==> config.mk <==
export PLATFORM = sky130hd
export DESIGN_NAME = sprite_blit_clip_colour_key_unit
export DESIGN_NICKNAME = d
export VERILOG_FILES = /design/src/design/sbck_pkg.sv /design/src/design/sprite_blit_clip_colour_key_unit.sv /design/src/design/sbck_cfg.sv /design/src/design/sbck_pos.sv /design/src/design/sbck_addr.sv
export SDC_FILE = /design/constraint.sdc
export NUM_CORES = 1
export LEC_CHECK = 0
export ABC_AREA = 0
export BUFFER_PORTS_ARGS = -buffer_cell sky130_fd_sc_hd__buf_4
export CAP_MARGIN = 20
export CORE_ASPECT_RATIO = 2
export CORE_MARGIN = 10
export CORE_UTILIZATION = 64
export CTS_CLUSTER_DIAMETER = 40
export CTS_CLUSTER_SIZE = 25
export DETAILED_ROUTE_END_ITERATION = 10
export PLACE_DENSITY = 0.86
export SETUP_SLACK_MARGIN = 0.3
export SYNTH_ARGS = -nofsm -noshare
export SYNTH_HDL_FRONTEND = slang
export SYNTH_HIERARCHICAL = 1
export SYNTH_SLANG_ARGS = --single-unit
==> constraint.sdc <==
create_clock -name clk -period 5.55 [get_ports clk]
set_input_delay 0.555 -clock clk [delete_from_list [all_inputs] [get_ports clk]]
set_output_delay 0.555 -clock clk [all_outputs]
set_load 0.01 [all_outputs]
==> src/design/sbck_pkg.sv <==
// Shared types and constants for the sprite blitter with clipping and color key.
`default_nettype none

package sbck_pkg;

  // Widths fixed by the pixel and frame buffer formats.
  localparam int PIX_W        = 16;
  localparam int ADDR_W       = 17;
  localparam int REG_W        = 10;
  localparam int CFG_IDX_W    = 2;
  localparam int IN_TDATA_W   = 16;
  localparam int OUT_TDATA_W  = 40;
  localparam int OUT_PAD_W    = OUT_TDATA_W - ADDR_W - PIX_W;

  // Pixel value that marks a transparent sprite pixel.
  localparam logic [PIX_W-1:0] KEY_TRANSPARENT = 16'h0001;

  // Configuration register indexes.
  typedef enum logic [CFG_IDX_W-1:0] {
    REG_ORIGIN_X      = 2'd0,
    REG_ORIGIN_Y      = 2'd1,
    REG_SPRITE_WIDTH  = 2'd2,
    REG_SPRITE_HEIGHT = 2'd3
  } cfg_reg_t;

  // Raw configuration register contents.
  typedef struct packed {
    logic signed [REG_W-1:0] origin_x;
    logic signed [REG_W-1:0] origin_y;
    logic [REG_W-1:0]        sprite_width;
    logic [REG_W-1:0]        sprite_height;
  } cfg_regs_t;

endpackage

`default_nettype wire

==> src/design/sprite_blit_clip_colour_key_unit.sv <==
// Top level of the sprite blitter with clipping and color key.
//
//   Channel   Dir  Ports                             Word
//   s_*       in   s_tvalid s_tready s_tdata         sprite pixel
//   m_*       out  m_tvalid m_tready m_tdata ...     write enable, address, pixel, last
//   cfg_*     in   cfg_we cfg_index cfg_data         origin x/y, sprite width/height
//
// Every input word produces one output word via the position and output registers.
// One word per clock is sustained while m_tready is high; the two pipeline registers
// hold up to two words. Reset clears valid flags, counters and origin, size to one.
// A stall on m_tready holds the output word and backs up into s_tready once
// both stages are full.
`default_nettype none

module sprite_blit_clip_colour_key_unit #(
  parameter int SCREEN_WIDTH   = 320,
  parameter int SCREEN_HEIGHT  = 240,
  parameter int MAX_SPRITE_DIM = 512
) (
  input  wire logic                                clk,
  input  wire logic                                rst,
  input  wire logic                                s_tvalid,
  output      logic                                s_tready,
  // s_tdata: [15:0] sprite_pixel
  input  wire logic [sbck_pkg::IN_TDATA_W-1:0]     s_tdata,
  output      logic                                m_tvalid,
  input  wire logic                                m_tready,
  // m_tdata: [16:0] write_address, [32:17] write_pixel, [39:33] zero
  output      logic [sbck_pkg::OUT_TDATA_W-1:0]    m_tdata,
  // m_tuser: [0] write_enable
  output      logic                                m_tuser,
  output      logic                                m_tlast,
  input  wire logic                                cfg_we,
  input  wire logic [sbck_pkg::CFG_IDX_W-1:0]      cfg_index,
  input  wire logic [sbck_pkg::REG_W-1:0]          cfg_data
);

  localparam int XAW = $clog2(SCREEN_WIDTH);
  localparam int YAW = $clog2(SCREEN_HEIGHT);

  sbck_pkg::cfg_regs_t             regs;
  logic                            s1_valid;
  logic                            s1_ready;
  logic                            s1_we;
  logic [XAW-1:0]                  s1_x;
  logic [YAW-1:0]                  s1_y;
  logic [sbck_pkg::PIX_W-1:0]      s1_pixel;
  logic                            s1_last;
  logic [sbck_pkg::ADDR_W-1:0]     write_address;
  logic [sbck_pkg::PIX_W-1:0]      write_pixel;

  sbck_cfg u_cfg (
    .clk       (clk),
    .rst       (rst),
    .cfg_we    (cfg_we),
    .cfg_index (cfg_index),
    .cfg_data  (cfg_data),
    .regs      (regs)
  );

  sbck_pos #(
    .SCREEN_WIDTH   (SCREEN_WIDTH),
    .SCREEN_HEIGHT  (SCREEN_HEIGHT),
    .MAX_SPRITE_DIM (MAX_SPRITE_DIM)
  ) u_pos (
    .clk      (clk),
    .rst      (rst),
    .regs     (regs),
    .in_valid (s_tvalid),
    .in_ready (s_tready),
    .in_pixel (s_tdata[sbck_pkg::PIX_W-1:0]),
    .s1_valid (s1_valid),
    .s1_ready (s1_ready),
    .s1_we    (s1_we),
    .s1_x     (s1_x),
    .s1_y     (s1_y),
    .s1_pixel (s1_pixel),
    .s1_last  (s1_last)
  );

  sbck_addr #(
    .SCREEN_WIDTH  (SCREEN_WIDTH),
    .SCREEN_HEIGHT (SCREEN_HEIGHT)
  ) u_addr (
    .clk         (clk),
    .rst         (rst),
    .s1_valid    (s1_valid),
    .s1_ready    (s1_ready),
    .s1_we       (s1_we),
    .s1_x        (s1_x),
    .s1_y        (s1_y),
    .s1_pixel    (s1_pixel),
    .s1_last     (s1_last),
    .out_valid   (m_tvalid),
    .out_ready   (m_tready),
    .out_we      (m_tuser),
    .out_address (write_address),
    .out_pixel   (write_pixel),
    .out_last    (m_tlast)
  );

  // Pack the output word, address in the low bits.
  assign m_tdata = {{sbck_pkg::OUT_PAD_W{1'b0}}, write_pixel, write_address};

endmodule

`default_nettype wire

==> src/design/sbck_cfg.sv <==
// Configuration register file for the sprite blitter.
`default_nettype none

module sbck_cfg (
  input  wire logic                              clk,
  input  wire logic                              rst,
  input  wire logic                              cfg_we,
  input  wire logic [sbck_pkg::CFG_IDX_W-1:0]    cfg_index,
  input  wire logic [sbck_pkg::REG_W-1:0]        cfg_data,
  output sbck_pkg::cfg_regs_t                    regs
);

  // Register writes; origin resets to zero, sprite size to one by one.
  always_ff @(posedge clk) begin
    if (rst) begin
      regs.origin_x      <= '0;
      regs.origin_y      <= '0;
      regs.sprite_width  <= sbck_pkg::REG_W'(1);
      regs.sprite_height <= sbck_pkg::REG_W'(1);
    end else if (cfg_we) begin
      case (sbck_pkg::cfg_reg_t'(cfg_index))
        sbck_pkg::REG_ORIGIN_X:      regs.origin_x      <= $signed(cfg_data);
        sbck_pkg::REG_ORIGIN_Y:      regs.origin_y      <= $signed(cfg_data);
        sbck_pkg::REG_SPRITE_WIDTH:  regs.sprite_width  <= cfg_data;
        sbck_pkg::REG_SPRITE_HEIGHT: regs.sprite_height <= cfg_data;
        default: ;
      endcase
    end
  end

endmodule

`default_nettype wire

==> src/design/sbck_pos.sv <==
// Position counters, screen clipping and transparency test; first pipeline register.
`default_nettype none

module sbck_pos #(
  parameter int SCREEN_WIDTH   = 320,
  parameter int SCREEN_HEIGHT  = 240,
  parameter int MAX_SPRITE_DIM = 512,
  localparam int XAW = $clog2(SCREEN_WIDTH),
  localparam int YAW = $clog2(SCREEN_HEIGHT)
) (
  input  wire logic                          clk,
  input  wire logic                          rst,
  input  wire sbck_pkg::cfg_regs_t           regs,
  input  wire logic                          in_valid,
  output      logic                          in_ready,
  input  wire logic [sbck_pkg::PIX_W-1:0]    in_pixel,
  output      logic                          s1_valid,
  input  wire logic                          s1_ready,
  output      logic                          s1_we,
  output      logic [XAW-1:0]                s1_x,
  output      logic [YAW-1:0]                s1_y,
  output      logic [sbck_pkg::PIX_W-1:0]    s1_pixel,
  output      logic                          s1_last
);

  // Counter width holds the largest position, dimension width the largest size.
  localparam int CW  = $clog2(MAX_SPRITE_DIM);
  localparam int DW  = $clog2(MAX_SPRITE_DIM + 1);
  localparam int SW0 = $clog2(SCREEN_WIDTH + 1) + 1;
  localparam int SH0 = $clog2(SCREEN_HEIGHT + 1) + 1;
  localparam int XW1 = (CW + 2 > sbck_pkg::REG_W + 1) ? CW + 2 : sbck_pkg::REG_W + 1;
  localparam int XW2 = (XW1 > SW0) ? XW1 : SW0;
  localparam int XW  = (XW2 > SH0) ? XW2 : SH0;

  logic [CW-1:0]        column_count;
  logic [CW-1:0]        row_count;
  logic [DW-1:0]        w_eff;
  logic [DW-1:0]        h_eff;
  logic signed [XW-1:0] x_pos;
  logic signed [XW-1:0] y_pos;
  logic                 on_screen;
  logic                 we;
  logic                 col_end;
  logic                 row_end;
  logic                 accept;

  // A size of zero acts as one; a size above the maximum acts as the maximum.
  function automatic logic [DW-1:0] eff_dim(input logic [sbck_pkg::REG_W-1:0] v);
    logic [DW-1:0] r;
    if (v == '0) begin
      r = DW'(1);
    end else if ({1'b0, v} > (sbck_pkg::REG_W + 1)'(MAX_SPRITE_DIM)) begin
      r = DW'(MAX_SPRITE_DIM);
    end else begin
      r = DW'(v);
    end
    return r;
  endfunction

  assign in_ready = !s1_valid || s1_ready;
  assign accept   = in_valid && in_ready;

  // Screen coordinates of the current pixel and the clip and key tests.
  always_comb begin
    w_eff     = eff_dim(regs.sprite_width);
    h_eff     = eff_dim(regs.sprite_height);
    x_pos     = XW'(regs.origin_x) + XW'($signed({1'b0, column_count}));
    y_pos     = XW'(regs.origin_y) + XW'($signed({1'b0, row_count}));
    on_screen = !x_pos[XW-1] && (x_pos < XW'(SCREEN_WIDTH)) &&
                !y_pos[XW-1] && (y_pos < XW'(SCREEN_HEIGHT));
    we        = on_screen && (in_pixel != sbck_pkg::KEY_TRANSPARENT);
    col_end   = ((CW + 1)'(column_count) + (CW + 1)'(1)) >= (CW + 1)'(w_eff);
    row_end   = ((CW + 1)'(row_count) + (CW + 1)'(1)) >= (CW + 1)'(h_eff);
  end

  // Sprite position counters, wrapping after the final pixel.
  always_ff @(posedge clk) begin
    if (rst) begin
      column_count <= '0;
      row_count    <= '0;
    end else if (accept) begin
      if (col_end) begin
        column_count <= '0;
        row_count    <= row_end ? '0 : row_count + CW'(1);
      end else begin
        column_count <= column_count + CW'(1);
      end
    end
  end

  // Stage valid.
  always_ff @(posedge clk) begin
    if (rst) begin
      s1_valid <= 1'b0;
    end else if (in_ready) begin
      s1_valid <= in_valid;
    end
  end

  // Stage payload; the pixel is zeroed when no write takes place.
  always_ff @(posedge clk) begin
    if (accept) begin
      s1_we    <= we;
      s1_x     <= x_pos[XAW-1:0];
      s1_y     <= y_pos[YAW-1:0];
      s1_pixel <= we ? in_pixel : '0;
      s1_last  <= col_end && row_end;
    end
  end

endmodule

`default_nettype wire

==> src/design/sbck_addr.sv <==
// Frame buffer address computation and the output register.
`default_nettype none

module sbck_addr #(
  parameter int SCREEN_WIDTH  = 320,
  parameter int SCREEN_HEIGHT = 240,
  localparam int XAW = $clog2(SCREEN_WIDTH),
  localparam int YAW = $clog2(SCREEN_HEIGHT)
) (
  input  wire logic                          clk,
  input  wire logic                          rst,
  input  wire logic                          s1_valid,
  output      logic                          s1_ready,
  input  wire logic                          s1_we,
  input  wire logic [XAW-1:0]                s1_x,
  input  wire logic [YAW-1:0]                s1_y,
  input  wire logic [sbck_pkg::PIX_W-1:0]    s1_pixel,
  input  wire logic                          s1_last,
  output      logic                          out_valid,
  input  wire logic                          out_ready,
  output      logic                          out_we,
  output      logic [sbck_pkg::ADDR_W-1:0]   out_address,
  output      logic [sbck_pkg::PIX_W-1:0]    out_pixel,
  output      logic                          out_last
);

  logic [31:0] addr_full;

  assign s1_ready = !out_valid || out_ready;

  // Row times screen width plus column, kept to the address width.
  assign addr_full = 32'(s1_y) * 32'(SCREEN_WIDTH) + 32'(s1_x);

  // Output valid.
  always_ff @(posedge clk) begin
    if (rst) begin
      out_valid <= 1'b0;
    end else if (s1_ready) begin
      out_valid <= s1_valid;
    end
  end

  // Output word; the address is zero when no write takes place.
  always_ff @(posedge clk) begin
    if (s1_valid && s1_ready) begin
      out_we      <= s1_we;
      out_address <= s1_we ? addr_full[sbck_pkg::ADDR_W-1:0] : '0;
      out_pixel   <= s1_pixel;
      out_last    <= s1_last;
    end
  end

endmodule

`default_nettype wire

Word-level counts from Yosys, hierarchy flattened. Cells that the tools add are included.

Add/sub/neg operators: 7. Multiply operators: 1. Equality and inequality tests: 4. Bitwise operators: 0. $lt $le $gt $ge: 6. Divide/modulo/power cells: 0. Multiplexer cells: 6. Reduce and logical (&&, ||, !) cells: 21. Shift-type cells: 0.

Operator list (number): 2-to-1 mux 10 bit (4); adder 10 x 10 -> 11 bit (2); adder 9 x 1 -> 10 bit, second input constant (2); greater-or-equal comparator 10 bit (2); greater-than comparator 10 bit, second input constant (2); zero test 10 bit (2); adder 9 x 1 -> 9 bit, second input constant (2); 2-to-1 mux 9 bit (2); adder 17 x 9 -> 17 bit (1); inequality test 16 x 1 -> 1 bit, second input constant (1); < comparator 11 x 10 -> 1 bit, second input constant (1); < comparator 11 x 9 -> 1 bit, second input constant (1); multiplier 8 x 3 -> 11 bit, second input constant (1); AND reduction 2 bit (5); logical AND 1 bit (7); == test 2 bit, second input constant (2); zero test 1 bit (4); == test 2 x 1 -> 1 bit, second input constant (1); zero test 2 bit (1); logical OR 1 bit (2).

Flip-flop bits (word level): 130. Memory bits (writable): 0. Latch bits: 0. Logic and storage cells: 62. Memory bits (read-only): 0. Memories kept: 0.

Depth between registers and ports, before layout. Gate-level depths: netlist (run 1).

Depth in word-level cells: 6. Gate-level depth with buffers: 13. Depth with buffers taken out: 13.

Hierarchy. The synthesis (run 1) kept the hierarchy.

By module, submodules not included: sbck_pos (sequential area each 1431.4 um^2, cells each 407, times used 1, area an instance 3872.5 um^2); sbck_addr (sequential area each 1071.0 um^2, cells each 134, times used 1, area an instance 1823.0 um^2); sbck_cfg (sequential area each 800.8 um^2, cells each 146, times used 1, area an instance 1609.0 um^2); sprite_blit_clip_colour_key_unit (sequential area each 0.0 um^2, cells each 8, times used 1, area an instance 56.3 um^2).

Least setup slack after synthesis (run 1). Ideal clock, no wire load.

Path kind: register -> register. Start point: reg u_pos.row_count[1]. End point: reg u_pos.row_count[6]. Path slack: 2.883 ns. Arrival: 2.591 ns. Required time: 5.475 ns. Stages on the path, launching flop included: 14. Path buffers: 0. Setup time: 0.075 ns. Cell sequence: dfxtp_1 -> ha_1 -> nand3_1 -> inv_1 -> nand3_1 -> nor3_1 -> xnor2_1 -> inv_1 -> ha_1 -> a21oi_1 -> o21ai_0 -> a211oi_2 -> nand3_1 -> o22ai_1.

Longest elaborated chain between the ends: 3.

RTL lines: start, declared (line sbck_pos.sv:36) `logic [CW-1:0] row_count;`; start signal, assigned (line sbck_pos.sv:84) `row_count <= row_end ? '0 : row_count + CW'(1);`; adder 9 x 1 -> 10 bit (line sbck_pos.sv:73) `row_end = ((CW + 1)'(row_count) + (CW + 1)'(1)) >= (CW + 1)'(h_eff);`; greater-or-equal comparator 10 bit (line sbck_pos.sv:73); 2-to-1 mux 9 bit (*) (line sbck_pos.sv:84).

Every way passes the cells marked *; elsewhere a longest branch is shown, timed or not. A chain may end at the register's enable or synchronous reset.

Final worst setup path (run 1). Ends and elaborated chain as after synthesis.

==> flow_summary.ini, run 1 <==
[sta]
fin_crit_sh = 0.6036
setup_tns_ns = 0
period_minus_slack_ns = 3.350
clock_skew_ns = 0.009271
setup_slack_ns = 2.200
hold_viol = 0
drv_slew = 0
setup_viol = 0
rsz0062_at_grt = false
tightest_slew_ns = 1.012
relSlewSlack = 0.3256
max_freq_ghz = 0.2985

[clocking]
cts.hold.buffers_added = 0
cts_buffers = 17
cts_setup_buffers = 0
clkTransAtPathRegs_ns = 0.06
cts-htree-levels = 4
ctsResizeCount = 0
cts_sinks = 130
worstSkewPairLatency_ns = 0.42
ctsLongestPathBuffers = 2
clock-root-buffer = clkbuf_16
cts_tree = yes

[grt]
grt_usage = 0.2149
grt_pass1_wl_mm = 27.79
overflow = 0
grt_pass1_vias = 5794
grt_max_degree = 59
antenna_found_initial = 0

[cells_and_area]
nets = 859
num_antenna_cells = 0
n_fill_cell = 764
multiInputGateArea_um2 = 3767
syn2layout_area_growth_pct = 16.54
drive_gt1_frac = 0.1667
seqCellArea_um2 = 3303

[synth]
synth_seq_cells = 130
synth_top_area_share = 0.2856
synth-main-ff-cell = edfxtp_1
yosys.area.top_type = edfxtp_1
synth_compound_area_frac = 0.1232
synth_top_cells_by_count = 70 x edfxtp_1, 60 x dfxtp_1, 58 x nand2b_1
synth_edf_count = 70
ys_seq_area_frac = 0.4488
synthSimpleGateAreaFrac = 0.1775
avgSynthCellArea_um2 = 10.59
synth-xor-area-share = 0.04046
post-synth-top-count-cell = edfxtp_1
ys.warnings.count = 6
synthTopCellsByArea = edfxtp_1 29%, dfxtp_1 16%, ha_1 9.3%
syn_inst = 695
synth_adder_area_share = 0.1044
ys_types = 74
synth_top_family_by_area = simple AND/OR/NAND/NOR gates
synthMuxAreaShare = 0.06272
syn_area_um2 = 7361
async_flop_share = 0

[power_and_ir_drop]
powerDensity_nw_per_um2 = 303.7
irDropWorstVdd_uv = 263.5
p_leak_nw = 3.733

[die]
die_area_um2 = 16450
io_pins = 77
core_um2 = 11290
start_util = 0.6522
rows = 55
dieHeight_um = 171.7
die_x_um = 95.83

[worst_setup_path]
cp_max_fo = 6
arrival_ns = 3.69
cp-start-kind = flop
end_kind = flop
path_class = reg2reg
crit_path_max_incr_delay_ns = 0.46
path_common_cell = nand3_1
crit_required_ns = 5.89
path_buf_inv = 2
critPathSlowestCell = dfxtp_1
worstPathCellList = ha_1 > nand3_1 > inv_1 > nand3_1 > nor3_1 > xnor2_1 > inv_1 > ha_1 > a21oi_1 > o21ai_0 > a211oi_2 > nand3_1 > o22ai_1
cp_top_family = compound AO/OA/AOI/OAI gates

[drt]
antenna_left = 0
postRouteWirelength_mm = 17.53
wl_per_cell_um = 19.01
drt-initial-drc-count = 400
vias = 5629
detail_route.drc_violations = 0
via_per_inst = 6.105
dr.pass1.iters = 5

[run_status]
status = complete, no violations

[placed_design]
port_buffers = 69
dp_slack_ns = 2.362
gp_congestion = 0.8857
hpwl_mm = 12.81

[hold_path]
hp-class = reg2reg

[run]
maxCapViolCount = 0
==> stage by stage <==
step | util | instance area [µm²] | instances | total power [W] | hold slack (ns)
floorplan | - | 7383 | 701 | 0.001326 | 0.4003
global placement | 0.7041 | 7946 | 890 | 0.001415 | 0.4017
detailed placement | 0.7041 | 7946 | 890 | 0.001430 | 0.4045
CTS | 0.7601 | 8578 | 922 | 0.002613 | 0.3937
global route | 0.7601 | 8578 | 922 | 0.002689 | 0.4126
finish | 0.7601 | 8578 | 922 | 0.002606 | 0.4129
==> state kept, by name, summed over array words and instances (netlist names) <==
name                cells
u_pos/s1_y              8
u_pos/s1_last           1
u_addr/out_address     17
u_pos/s1_we             1
u_addr/out_valid        1
u_cfg/regs             40
u_pos/s1_valid          1
u_addr/out_pixel       16
u_addr/out_we           1
u_pos/s1_x              9
u_pos/s1_pixel         16
u_pos/column_count      9
u_pos/row_count         9
u_addr/out_last         1
==> final timing paths <==
kind | from | to | slack, ns | depth (start not counted)
max | u_pos/row_count[1] | u_pos/row_count[6] | 2.20 | 13
min | u_pos/s1_last | u_addr/out_last | 0.41 | 0
max reg2reg | u_pos/row_count[1] | u_pos/row_count[6] | 2.20 | 13
min reg2reg | u_pos/s1_last | u_addr/out_last | 0.41 | 0
==> power breakdown <==
part	internal [W]	leakage [nW]	switching [W]	total, W
registers	0.00108	1.17	0.0000282	0.00111
clock network	0.000759	0.306	0.000427	0.00119
logic	0.000131	2.26	0.000182	0.000314
total	0.00197	3.73	0.000638	0.00261
==> worst register-to-register path, cell delays in order (launching register included) <==
cell and delay (ns):
dfxtp_1 0.46, ha_1 0.29, nand3_1 0.18, inv_1 0.15
nand3_1 0.12, nor3_1 0.20, xnor2_1 0.17, inv_1 0.08
ha_1 0.33, a21oi_1 0.21, o21ai_0 0.17, a211oi_2 0.38
nand3_1 0.31, o22ai_1 0.23
==> logic make-up after synthesis <==
logic type,count (synthesis)
buf+inv,69
xor+xnor,34
compound gates,124
other cells,1
simple gates,232
flops,130
mux,46
fa+ha+maj,59
==> cell usage in the layout, fill, tap and decap left out, types with 10 or more instances in the layout <==
cell,synthesis,final
a21o_1,11,11
nand3_1,14,14
clkbuf_16,0,17
xnor2_1,16,16
nand4_1,11,11
o21ai_1,10,10
nand2_1,45,45
dfxtp_1,60,60
xor2_1,18,18
inv_1,43,43
nand2b_1,58,58
o21ai_0,12,12
nor2_1,34,34
nor3_1,12,12
ha_1,55,55
buf_4,7,70
a21oi_1,27,27
edfxtp_1,70,70
mux2i_1,45,45
==> layout make-up <==
type / instances / area share
Inverter: 46 / 0.02013
Tap cell: 142 / 0.02071
Timing Repair Buffer: 70 / 0.06126
Clock inverter: 14 / 0.02363
Multi-Input combinational cell: 502 / 0.4392
Clock buffer: 18 / 0.05003
Sequential cell: 130 / 0.3851
==> metal layers <==
metal  track usage  vias up  routed length (µm)
li1              -     2656                   -
met1        0.2089     2725                6101
met2        0.4065      211                9975
met3       0.04976       37                 995
met4       0.09607        0                 456
met5             0        -                   0
(Power assumes the default switching activity.)
==> run 2, diff against run 1 <==
--- a/config.mk
+++ b/config.mk
@@ -10,11 +10,11 @@
 export CAP_MARGIN = 20
 export CORE_ASPECT_RATIO = 2
 export CORE_MARGIN = 10
-export CORE_UTILIZATION = 64
+export CORE_UTILIZATION = 60
 export CTS_CLUSTER_DIAMETER = 40
 export CTS_CLUSTER_SIZE = 25
 export DETAILED_ROUTE_END_ITERATION = 10
-export PLACE_DENSITY = 0.86
+export PLACE_DENSITY = 0.81
 export SETUP_SLACK_MARGIN = 0.3
 export SYNTH_ARGS = -nofsm -noshare
 export SYNTH_HDL_FRONTEND = slang
==> constraint.sdc (replaced) <==
create_clock -name clk -period 3.3 [get_ports clk]
set_input_delay 0.33 -clock clk [delete_from_list [all_inputs] [get_ports clk]]
set_output_delay 0.33 -clock clk [all_outputs]
set_load 0.01 [all_outputs]
==> flow_summary.ini, run 2 (same netlist as run 1, synthesis figures left out) <==
[worst_setup_path]
crit_path_max_incr_delay_ns = 0.55
crit_required_ns = 3.46
worstPathCellList = ha_1 > ha_1 > fa_1 > nand2_1 > or2_1 > or2_0 > a211o_1 > o211a_1
path_common_cell = ha_1
arrival_ns = 3.04
path_class = reg2reg
cp_max_fo = 4
cp-start-kind = flop
critPathSlowestCell = fa_1
end_kind = flop

[grt]
overflow = 0
grt_pass1_vias = 5787
grt_pass1_wl_mm = 28.06
antenna_found_initial = 0
grt_usage = 0.1990
grt_max_degree = 59

[clocking]
cts.hold.buffers_added = 0
worstSkewPairLatency_ns = 0.42
clock-root-buffer = clkbuf_16
ctsLongestPathBuffers = 2
cts-htree-levels = 4
cts_buffers = 17
clkTransAtPathRegs_ns = 0.06
cts_tree = yes
cts_sinks = 130

[run]
maxCapViolCount = 0

[cells_and_area]
final_util = 0.7136
num_antenna_cells = 0
final_cell_mix = 77 x buf_4, 70 x edfxtp_1, 58 x nand2b_1
largest_reg_flops = 40
syn2layout_area_growth_pct = 17.54
top_regs = u_cfg/regs: 40 flops, u_addr/out_address: 17 flops
layout_commonest_cell = buf_4
nets = 866
drive_gt1_frac = 0.1931
top_register = u_cfg/regs

[power_and_ir_drop]
irDropWorstVdd_uv = 478.0
p_leak_nw = 3.756
powerDensity_nw_per_um2 = 493.6

[sta]
drv_slew = 0
period_minus_slack_ns = 2.879
relSlewSlack = 0.5790
rsz0062_at_grt = true
fin_crit_sh = 0.8725
setup_slack_ns = 0.4206
clock_skew_ns = 0.009421
tightest_slew_ns = 0.6297
max_freq_ghz = 0.3473
setup_tns_ns = 0
hold_viol = 0
setup_viol = 0

[die]
start_util = 0.6071
die_area_um2 = 17370
rows = 57
die_x_um = 98.32
core_um2 = 12120
dieHeight_um = 176.6
io_pins = 77

[drt]
dr.pass1.iters = 5
drt-initial-drc-count = 264
detail_route.drc_violations = 0
antenna_left = 0
vias = 5535
postRouteWirelength_mm = 17.38
wl_per_cell_um = 18.61
via_per_inst = 5.926

[hold_path]
hp-class = in2reg

[run_status]
status = complete, no violations

[placed_design]
gp_congestion = 0.9199
dp_slack_ns = 0.1409
hpwl_mm = 13.32
port_buffers = 69
[run 2: through the flow]
step	hold WS [ns]	area, µm²	std cells	power (W)
after floorplan	0.3991	7383	701	0.002231
final	0.1614	8652	934	0.004271
after CTS	0.1521	8605	934	0.004290
after global routing	0.1722	8652	934	0.004429
after global placement	0.4005	7998	901	0.002400
after detailed placement	0.4045	7998	901	0.002424
[run 2: what timing repair did]
item | 4_1_cts | 5_1_grt
resized for setup | 2 | 16
endpoints found under the setup margin | 6 | 17
buffers inserted | 1 | 0
pin swaps | 1 | 2
[run 2: area by class of cell]
type / count / area (µm²)
Multi-Input combinational cell: 502 / 3812
Clock inverter: 15 / 165.2
Timing Repair Buffer: 77 / 578.1
Tap cell: 147 / 183.9
Sequential cell: 130 / 3314
Fill cell: 853 / 3472
Clock buffer: 17 / 425.4
Inverter: 46 / 172.7
[run 2: worst max-delay path: cells and delay by family, from the launching register on]
family | cells | cell delay (ns)
AO/OA/AOI/OAI | 2 | 0.44
adder cells (fa/ha/maj) | 3 | 1.14
flip-flops | 1 | 0.45
AND/OR/NAND/NOR | 3 | 0.60
[run 2: power breakdown]
part | internal, W | switching [W]
clock network | 0.00108 | 0.000787
registers | 0.00181 | 0.0000491
logic | 0.000234 | 0.000314
[run 2: final timing paths]
check                         start                     end  slack (ns)  depth (start not counted)
setup / recovery      u_pos/s1_y[1]  u_addr/out_address[14]        0.42                          8
hold / removal             s_tvalid          u_pos/s1_valid        0.16                          3
setup reg to reg      u_pos/s1_y[1]  u_addr/out_address[14]        0.42                          8
hold reg to reg   u_pos/s1_pixel[6]     u_addr/out_pixel[6]        0.42                          0
[run 2: per-layer routing]
metal / vias to the layer above / wire length (µm) / global-route usage
met1: 2637 / 6182 / 0.1836
met5: - / 0 / 0
met2: 163 / 9617 / 0.3812
met4: 0 / 872 / 0.1206
li1: 2684 / - / -
met3: 51 / 708 / 0.04145
==> run 3, diff against run 2 <==
--- a/config.mk
+++ b/config.mk
@@ -8,13 +8,15 @@
 export ABC_AREA = 0
 export BUFFER_PORTS_ARGS = -buffer_cell sky130_fd_sc_hd__buf_4
 export CAP_MARGIN = 20
+export CELL_PAD_IN_SITES_DETAIL_PLACEMENT = 1
+export CELL_PAD_IN_SITES_GLOBAL_PLACEMENT = 2
 export CORE_ASPECT_RATIO = 2
 export CORE_MARGIN = 10
-export CORE_UTILIZATION = 60
+export CORE_UTILIZATION = 39
 export CTS_CLUSTER_DIAMETER = 40
 export CTS_CLUSTER_SIZE = 25
 export DETAILED_ROUTE_END_ITERATION = 10
-export PLACE_DENSITY = 0.81
+export PLACE_DENSITY_LB_ADDON = 0.1
 export SETUP_SLACK_MARGIN = 0.3
 export SYNTH_ARGS = -nofsm -noshare
 export SYNTH_HDL_FRONTEND = slang
==> flow_summary.ini, run 3 (same netlist as run 1, synthesis figures left out) <==
[run_status]
status = complete, no violations

[worst_setup_path]
path_class = reg2reg
end_kind = flop
arrival_ns = 2.99
cp_max_fo = 4
cp-start-kind = flop
crit_required_ns = 3.46
reg2reg_slack_ns = 0.47

[clocking]
worstSkewPairLatency_ns = 0.42
cts_buffers = 17
cts.hold.buffers_added = 0
clkTransAtPathRegs_ns = 0.06
cts-htree-levels = 4
ctsLongestPathBuffers = 2
clock-root-buffer = clkbuf_16
cts_tree = yes
cts_sinks = 130

[hold_path]
hp-class = in2reg

[sta]
fin_crit_sh = 0.8562
setup_tns_ns = 0
tightest_slew_ns = 0.6536
setup_slack_ns = 0.4747
rsz0062_at_grt = false
clock_skew_ns = 0.01063
setup_viol = 0
period_minus_slack_ns = 2.825
max_freq_ghz = 0.3539
relSlewSlack = 0.5630
drv_slew = 0
hold_viol = 0

[power_and_ir_drop]
p_leak_nw = 3.771
p_sw_frac = 0.2565
powerDensity_nw_per_um2 = 497.7
p_sw_w = 0.001123
irDropWorstVdd_uv = 319.6
combPwrFrac = 0.128
clockPowerShare = 0.446
p_seq_frac = 0.426
p_int_w = 0.003255

[grt]
grt_pass1_vias = 6110
antenna_found_initial = 0
grt_max_degree = 43
grt_pass1_wl_mm = 31.43
overflow = 0
grt_usage = 0.1620

[cells_and_area]
num_antenna_cells = 0
seqCellArea_um2 = 3313
multiInputGateArea_um2 = 3829
top_register = u_cfg/regs
syn2layout_area_growth_pct = 19.50
top_regs = u_cfg/regs: 40 flops, u_addr/out_address: 17 flops
nets = 869
drive_gt1_frac = 0.1987
layout_commonest_cell = buf_4
final_cell_mix = 80 x buf_4, 70 x edfxtp_1, 58 x nand2b_1
n_fill_cell = 2047
final_util = 0.4715
largest_reg_flops = 40

[drt]
wl_per_cell_um = 19.56
postRouteWirelength_mm = 19.74
antenna_left = 0
drt-initial-drc-count = 121
dr.pass1.iters = 4
vias = 5520
via_per_inst = 5.471
detail_route.drc_violations = 0

[die]
start_util = 0.3946
io_pins = 77
core_um2 = 18660
die_x_um = 117.1
rows = 71
die_area_um2 = 25100
dieHeight_um = 214.3

[placed_design]
hpwl_mm = 15.40
dp_slack_ns = 0.07251
port_buffers = 69
gp_congestion = 0.8010

[run]
maxCapViolCount = 0
## run 3: changes by cell type in the layout (fill, tap and decap cells not counted), moves of 2 or more
cell,delta
nand3_2,+2
inv_8,-3
buf_4,+3
nand3_1,-2
bufinv_16,+2
## run 3: layout make-up
class / instances / area share
multi-input cells: 502 / 0.4353
clock buffers: 18 / 0.04879
clock inverters: 14 / 0.02020
flip-flops and latches: 130 / 0.3767
repair buffers: 80 / 0.06828
inverters: 46 / 0.01963
well taps: 219 / 0.03115
## run 3: through the flow
stage                     total power (W)  cell area [µm²]  instances  hold slack (ns)
after floorplan                  0.002231             7383        701           0.3991
after global placement           0.002437             8110        976           0.4007
after detailed placement         0.002456             8110        976           0.4056
after CTS                        0.004443             8742       1009           0.1412
after global routing             0.004576             8796       1009           0.1429
final                            0.004378             8796       1009           0.1583
## run 3: per-layer routing
metal,track usage,part of all wire
met1,0.1480,0.35
met2,0.3199,0.60
met3,0.03389,0.028
met4,0.06918,0.025
met5,0,0
## run 3: final timing paths
| path | end | cells after the start | startpoint |
|---|---|---|---|
| hold / removal | u_pos/s1_valid | 3 | s_tvalid |
| setup reg to reg | u_addr/out_address[14] | 8 | u_pos/s1_y[1] |
| hold reg to reg | u_addr/out_pixel[6] | 0 | u_pos/s1_pixel[6] |
| setup / recovery | u_addr/out_address[14] | 8 | u_pos/s1_y[1] |
## run 3: worst max-delay path, stage by stage, from the launching register on
cell      delay, ns
edfxtp_1       0.45
ha_1           0.33
ha_1           0.25
fa_1           0.54
nand2_1        0.07
or2_1          0.26
or2_0          0.25
a211o_1        0.30
o211a_1        0.14
## run 3: power groups by stage
| stage | registers (W) | logic [W] | clock network, W |
|---|---|---|---|
| 2_1_floorplan | 0.00189 | 0.000340 | 0 |
| 5_1_grt | 0.00188 | 0.000626 | 0.00207 |
| 3_5_place_dp | 0.00190 | 0.000557 | 0 |
| 4_1_cts | 0.00187 | 0.000566 | 0.00201 |
| 3_3_place_gp | 0.00189 | 0.000543 | 0 |
| 6_report | 0.00186 | 0.000562 | 0.00195 |
## run 3: timing repair
item                                    in CTS  in global routing
resized for setup                            5                 18
endpoints found under the setup margin      10                 21
setup buffers                                1                  0
gates cloned                                 0                  0
pin swaps                                    1                  3
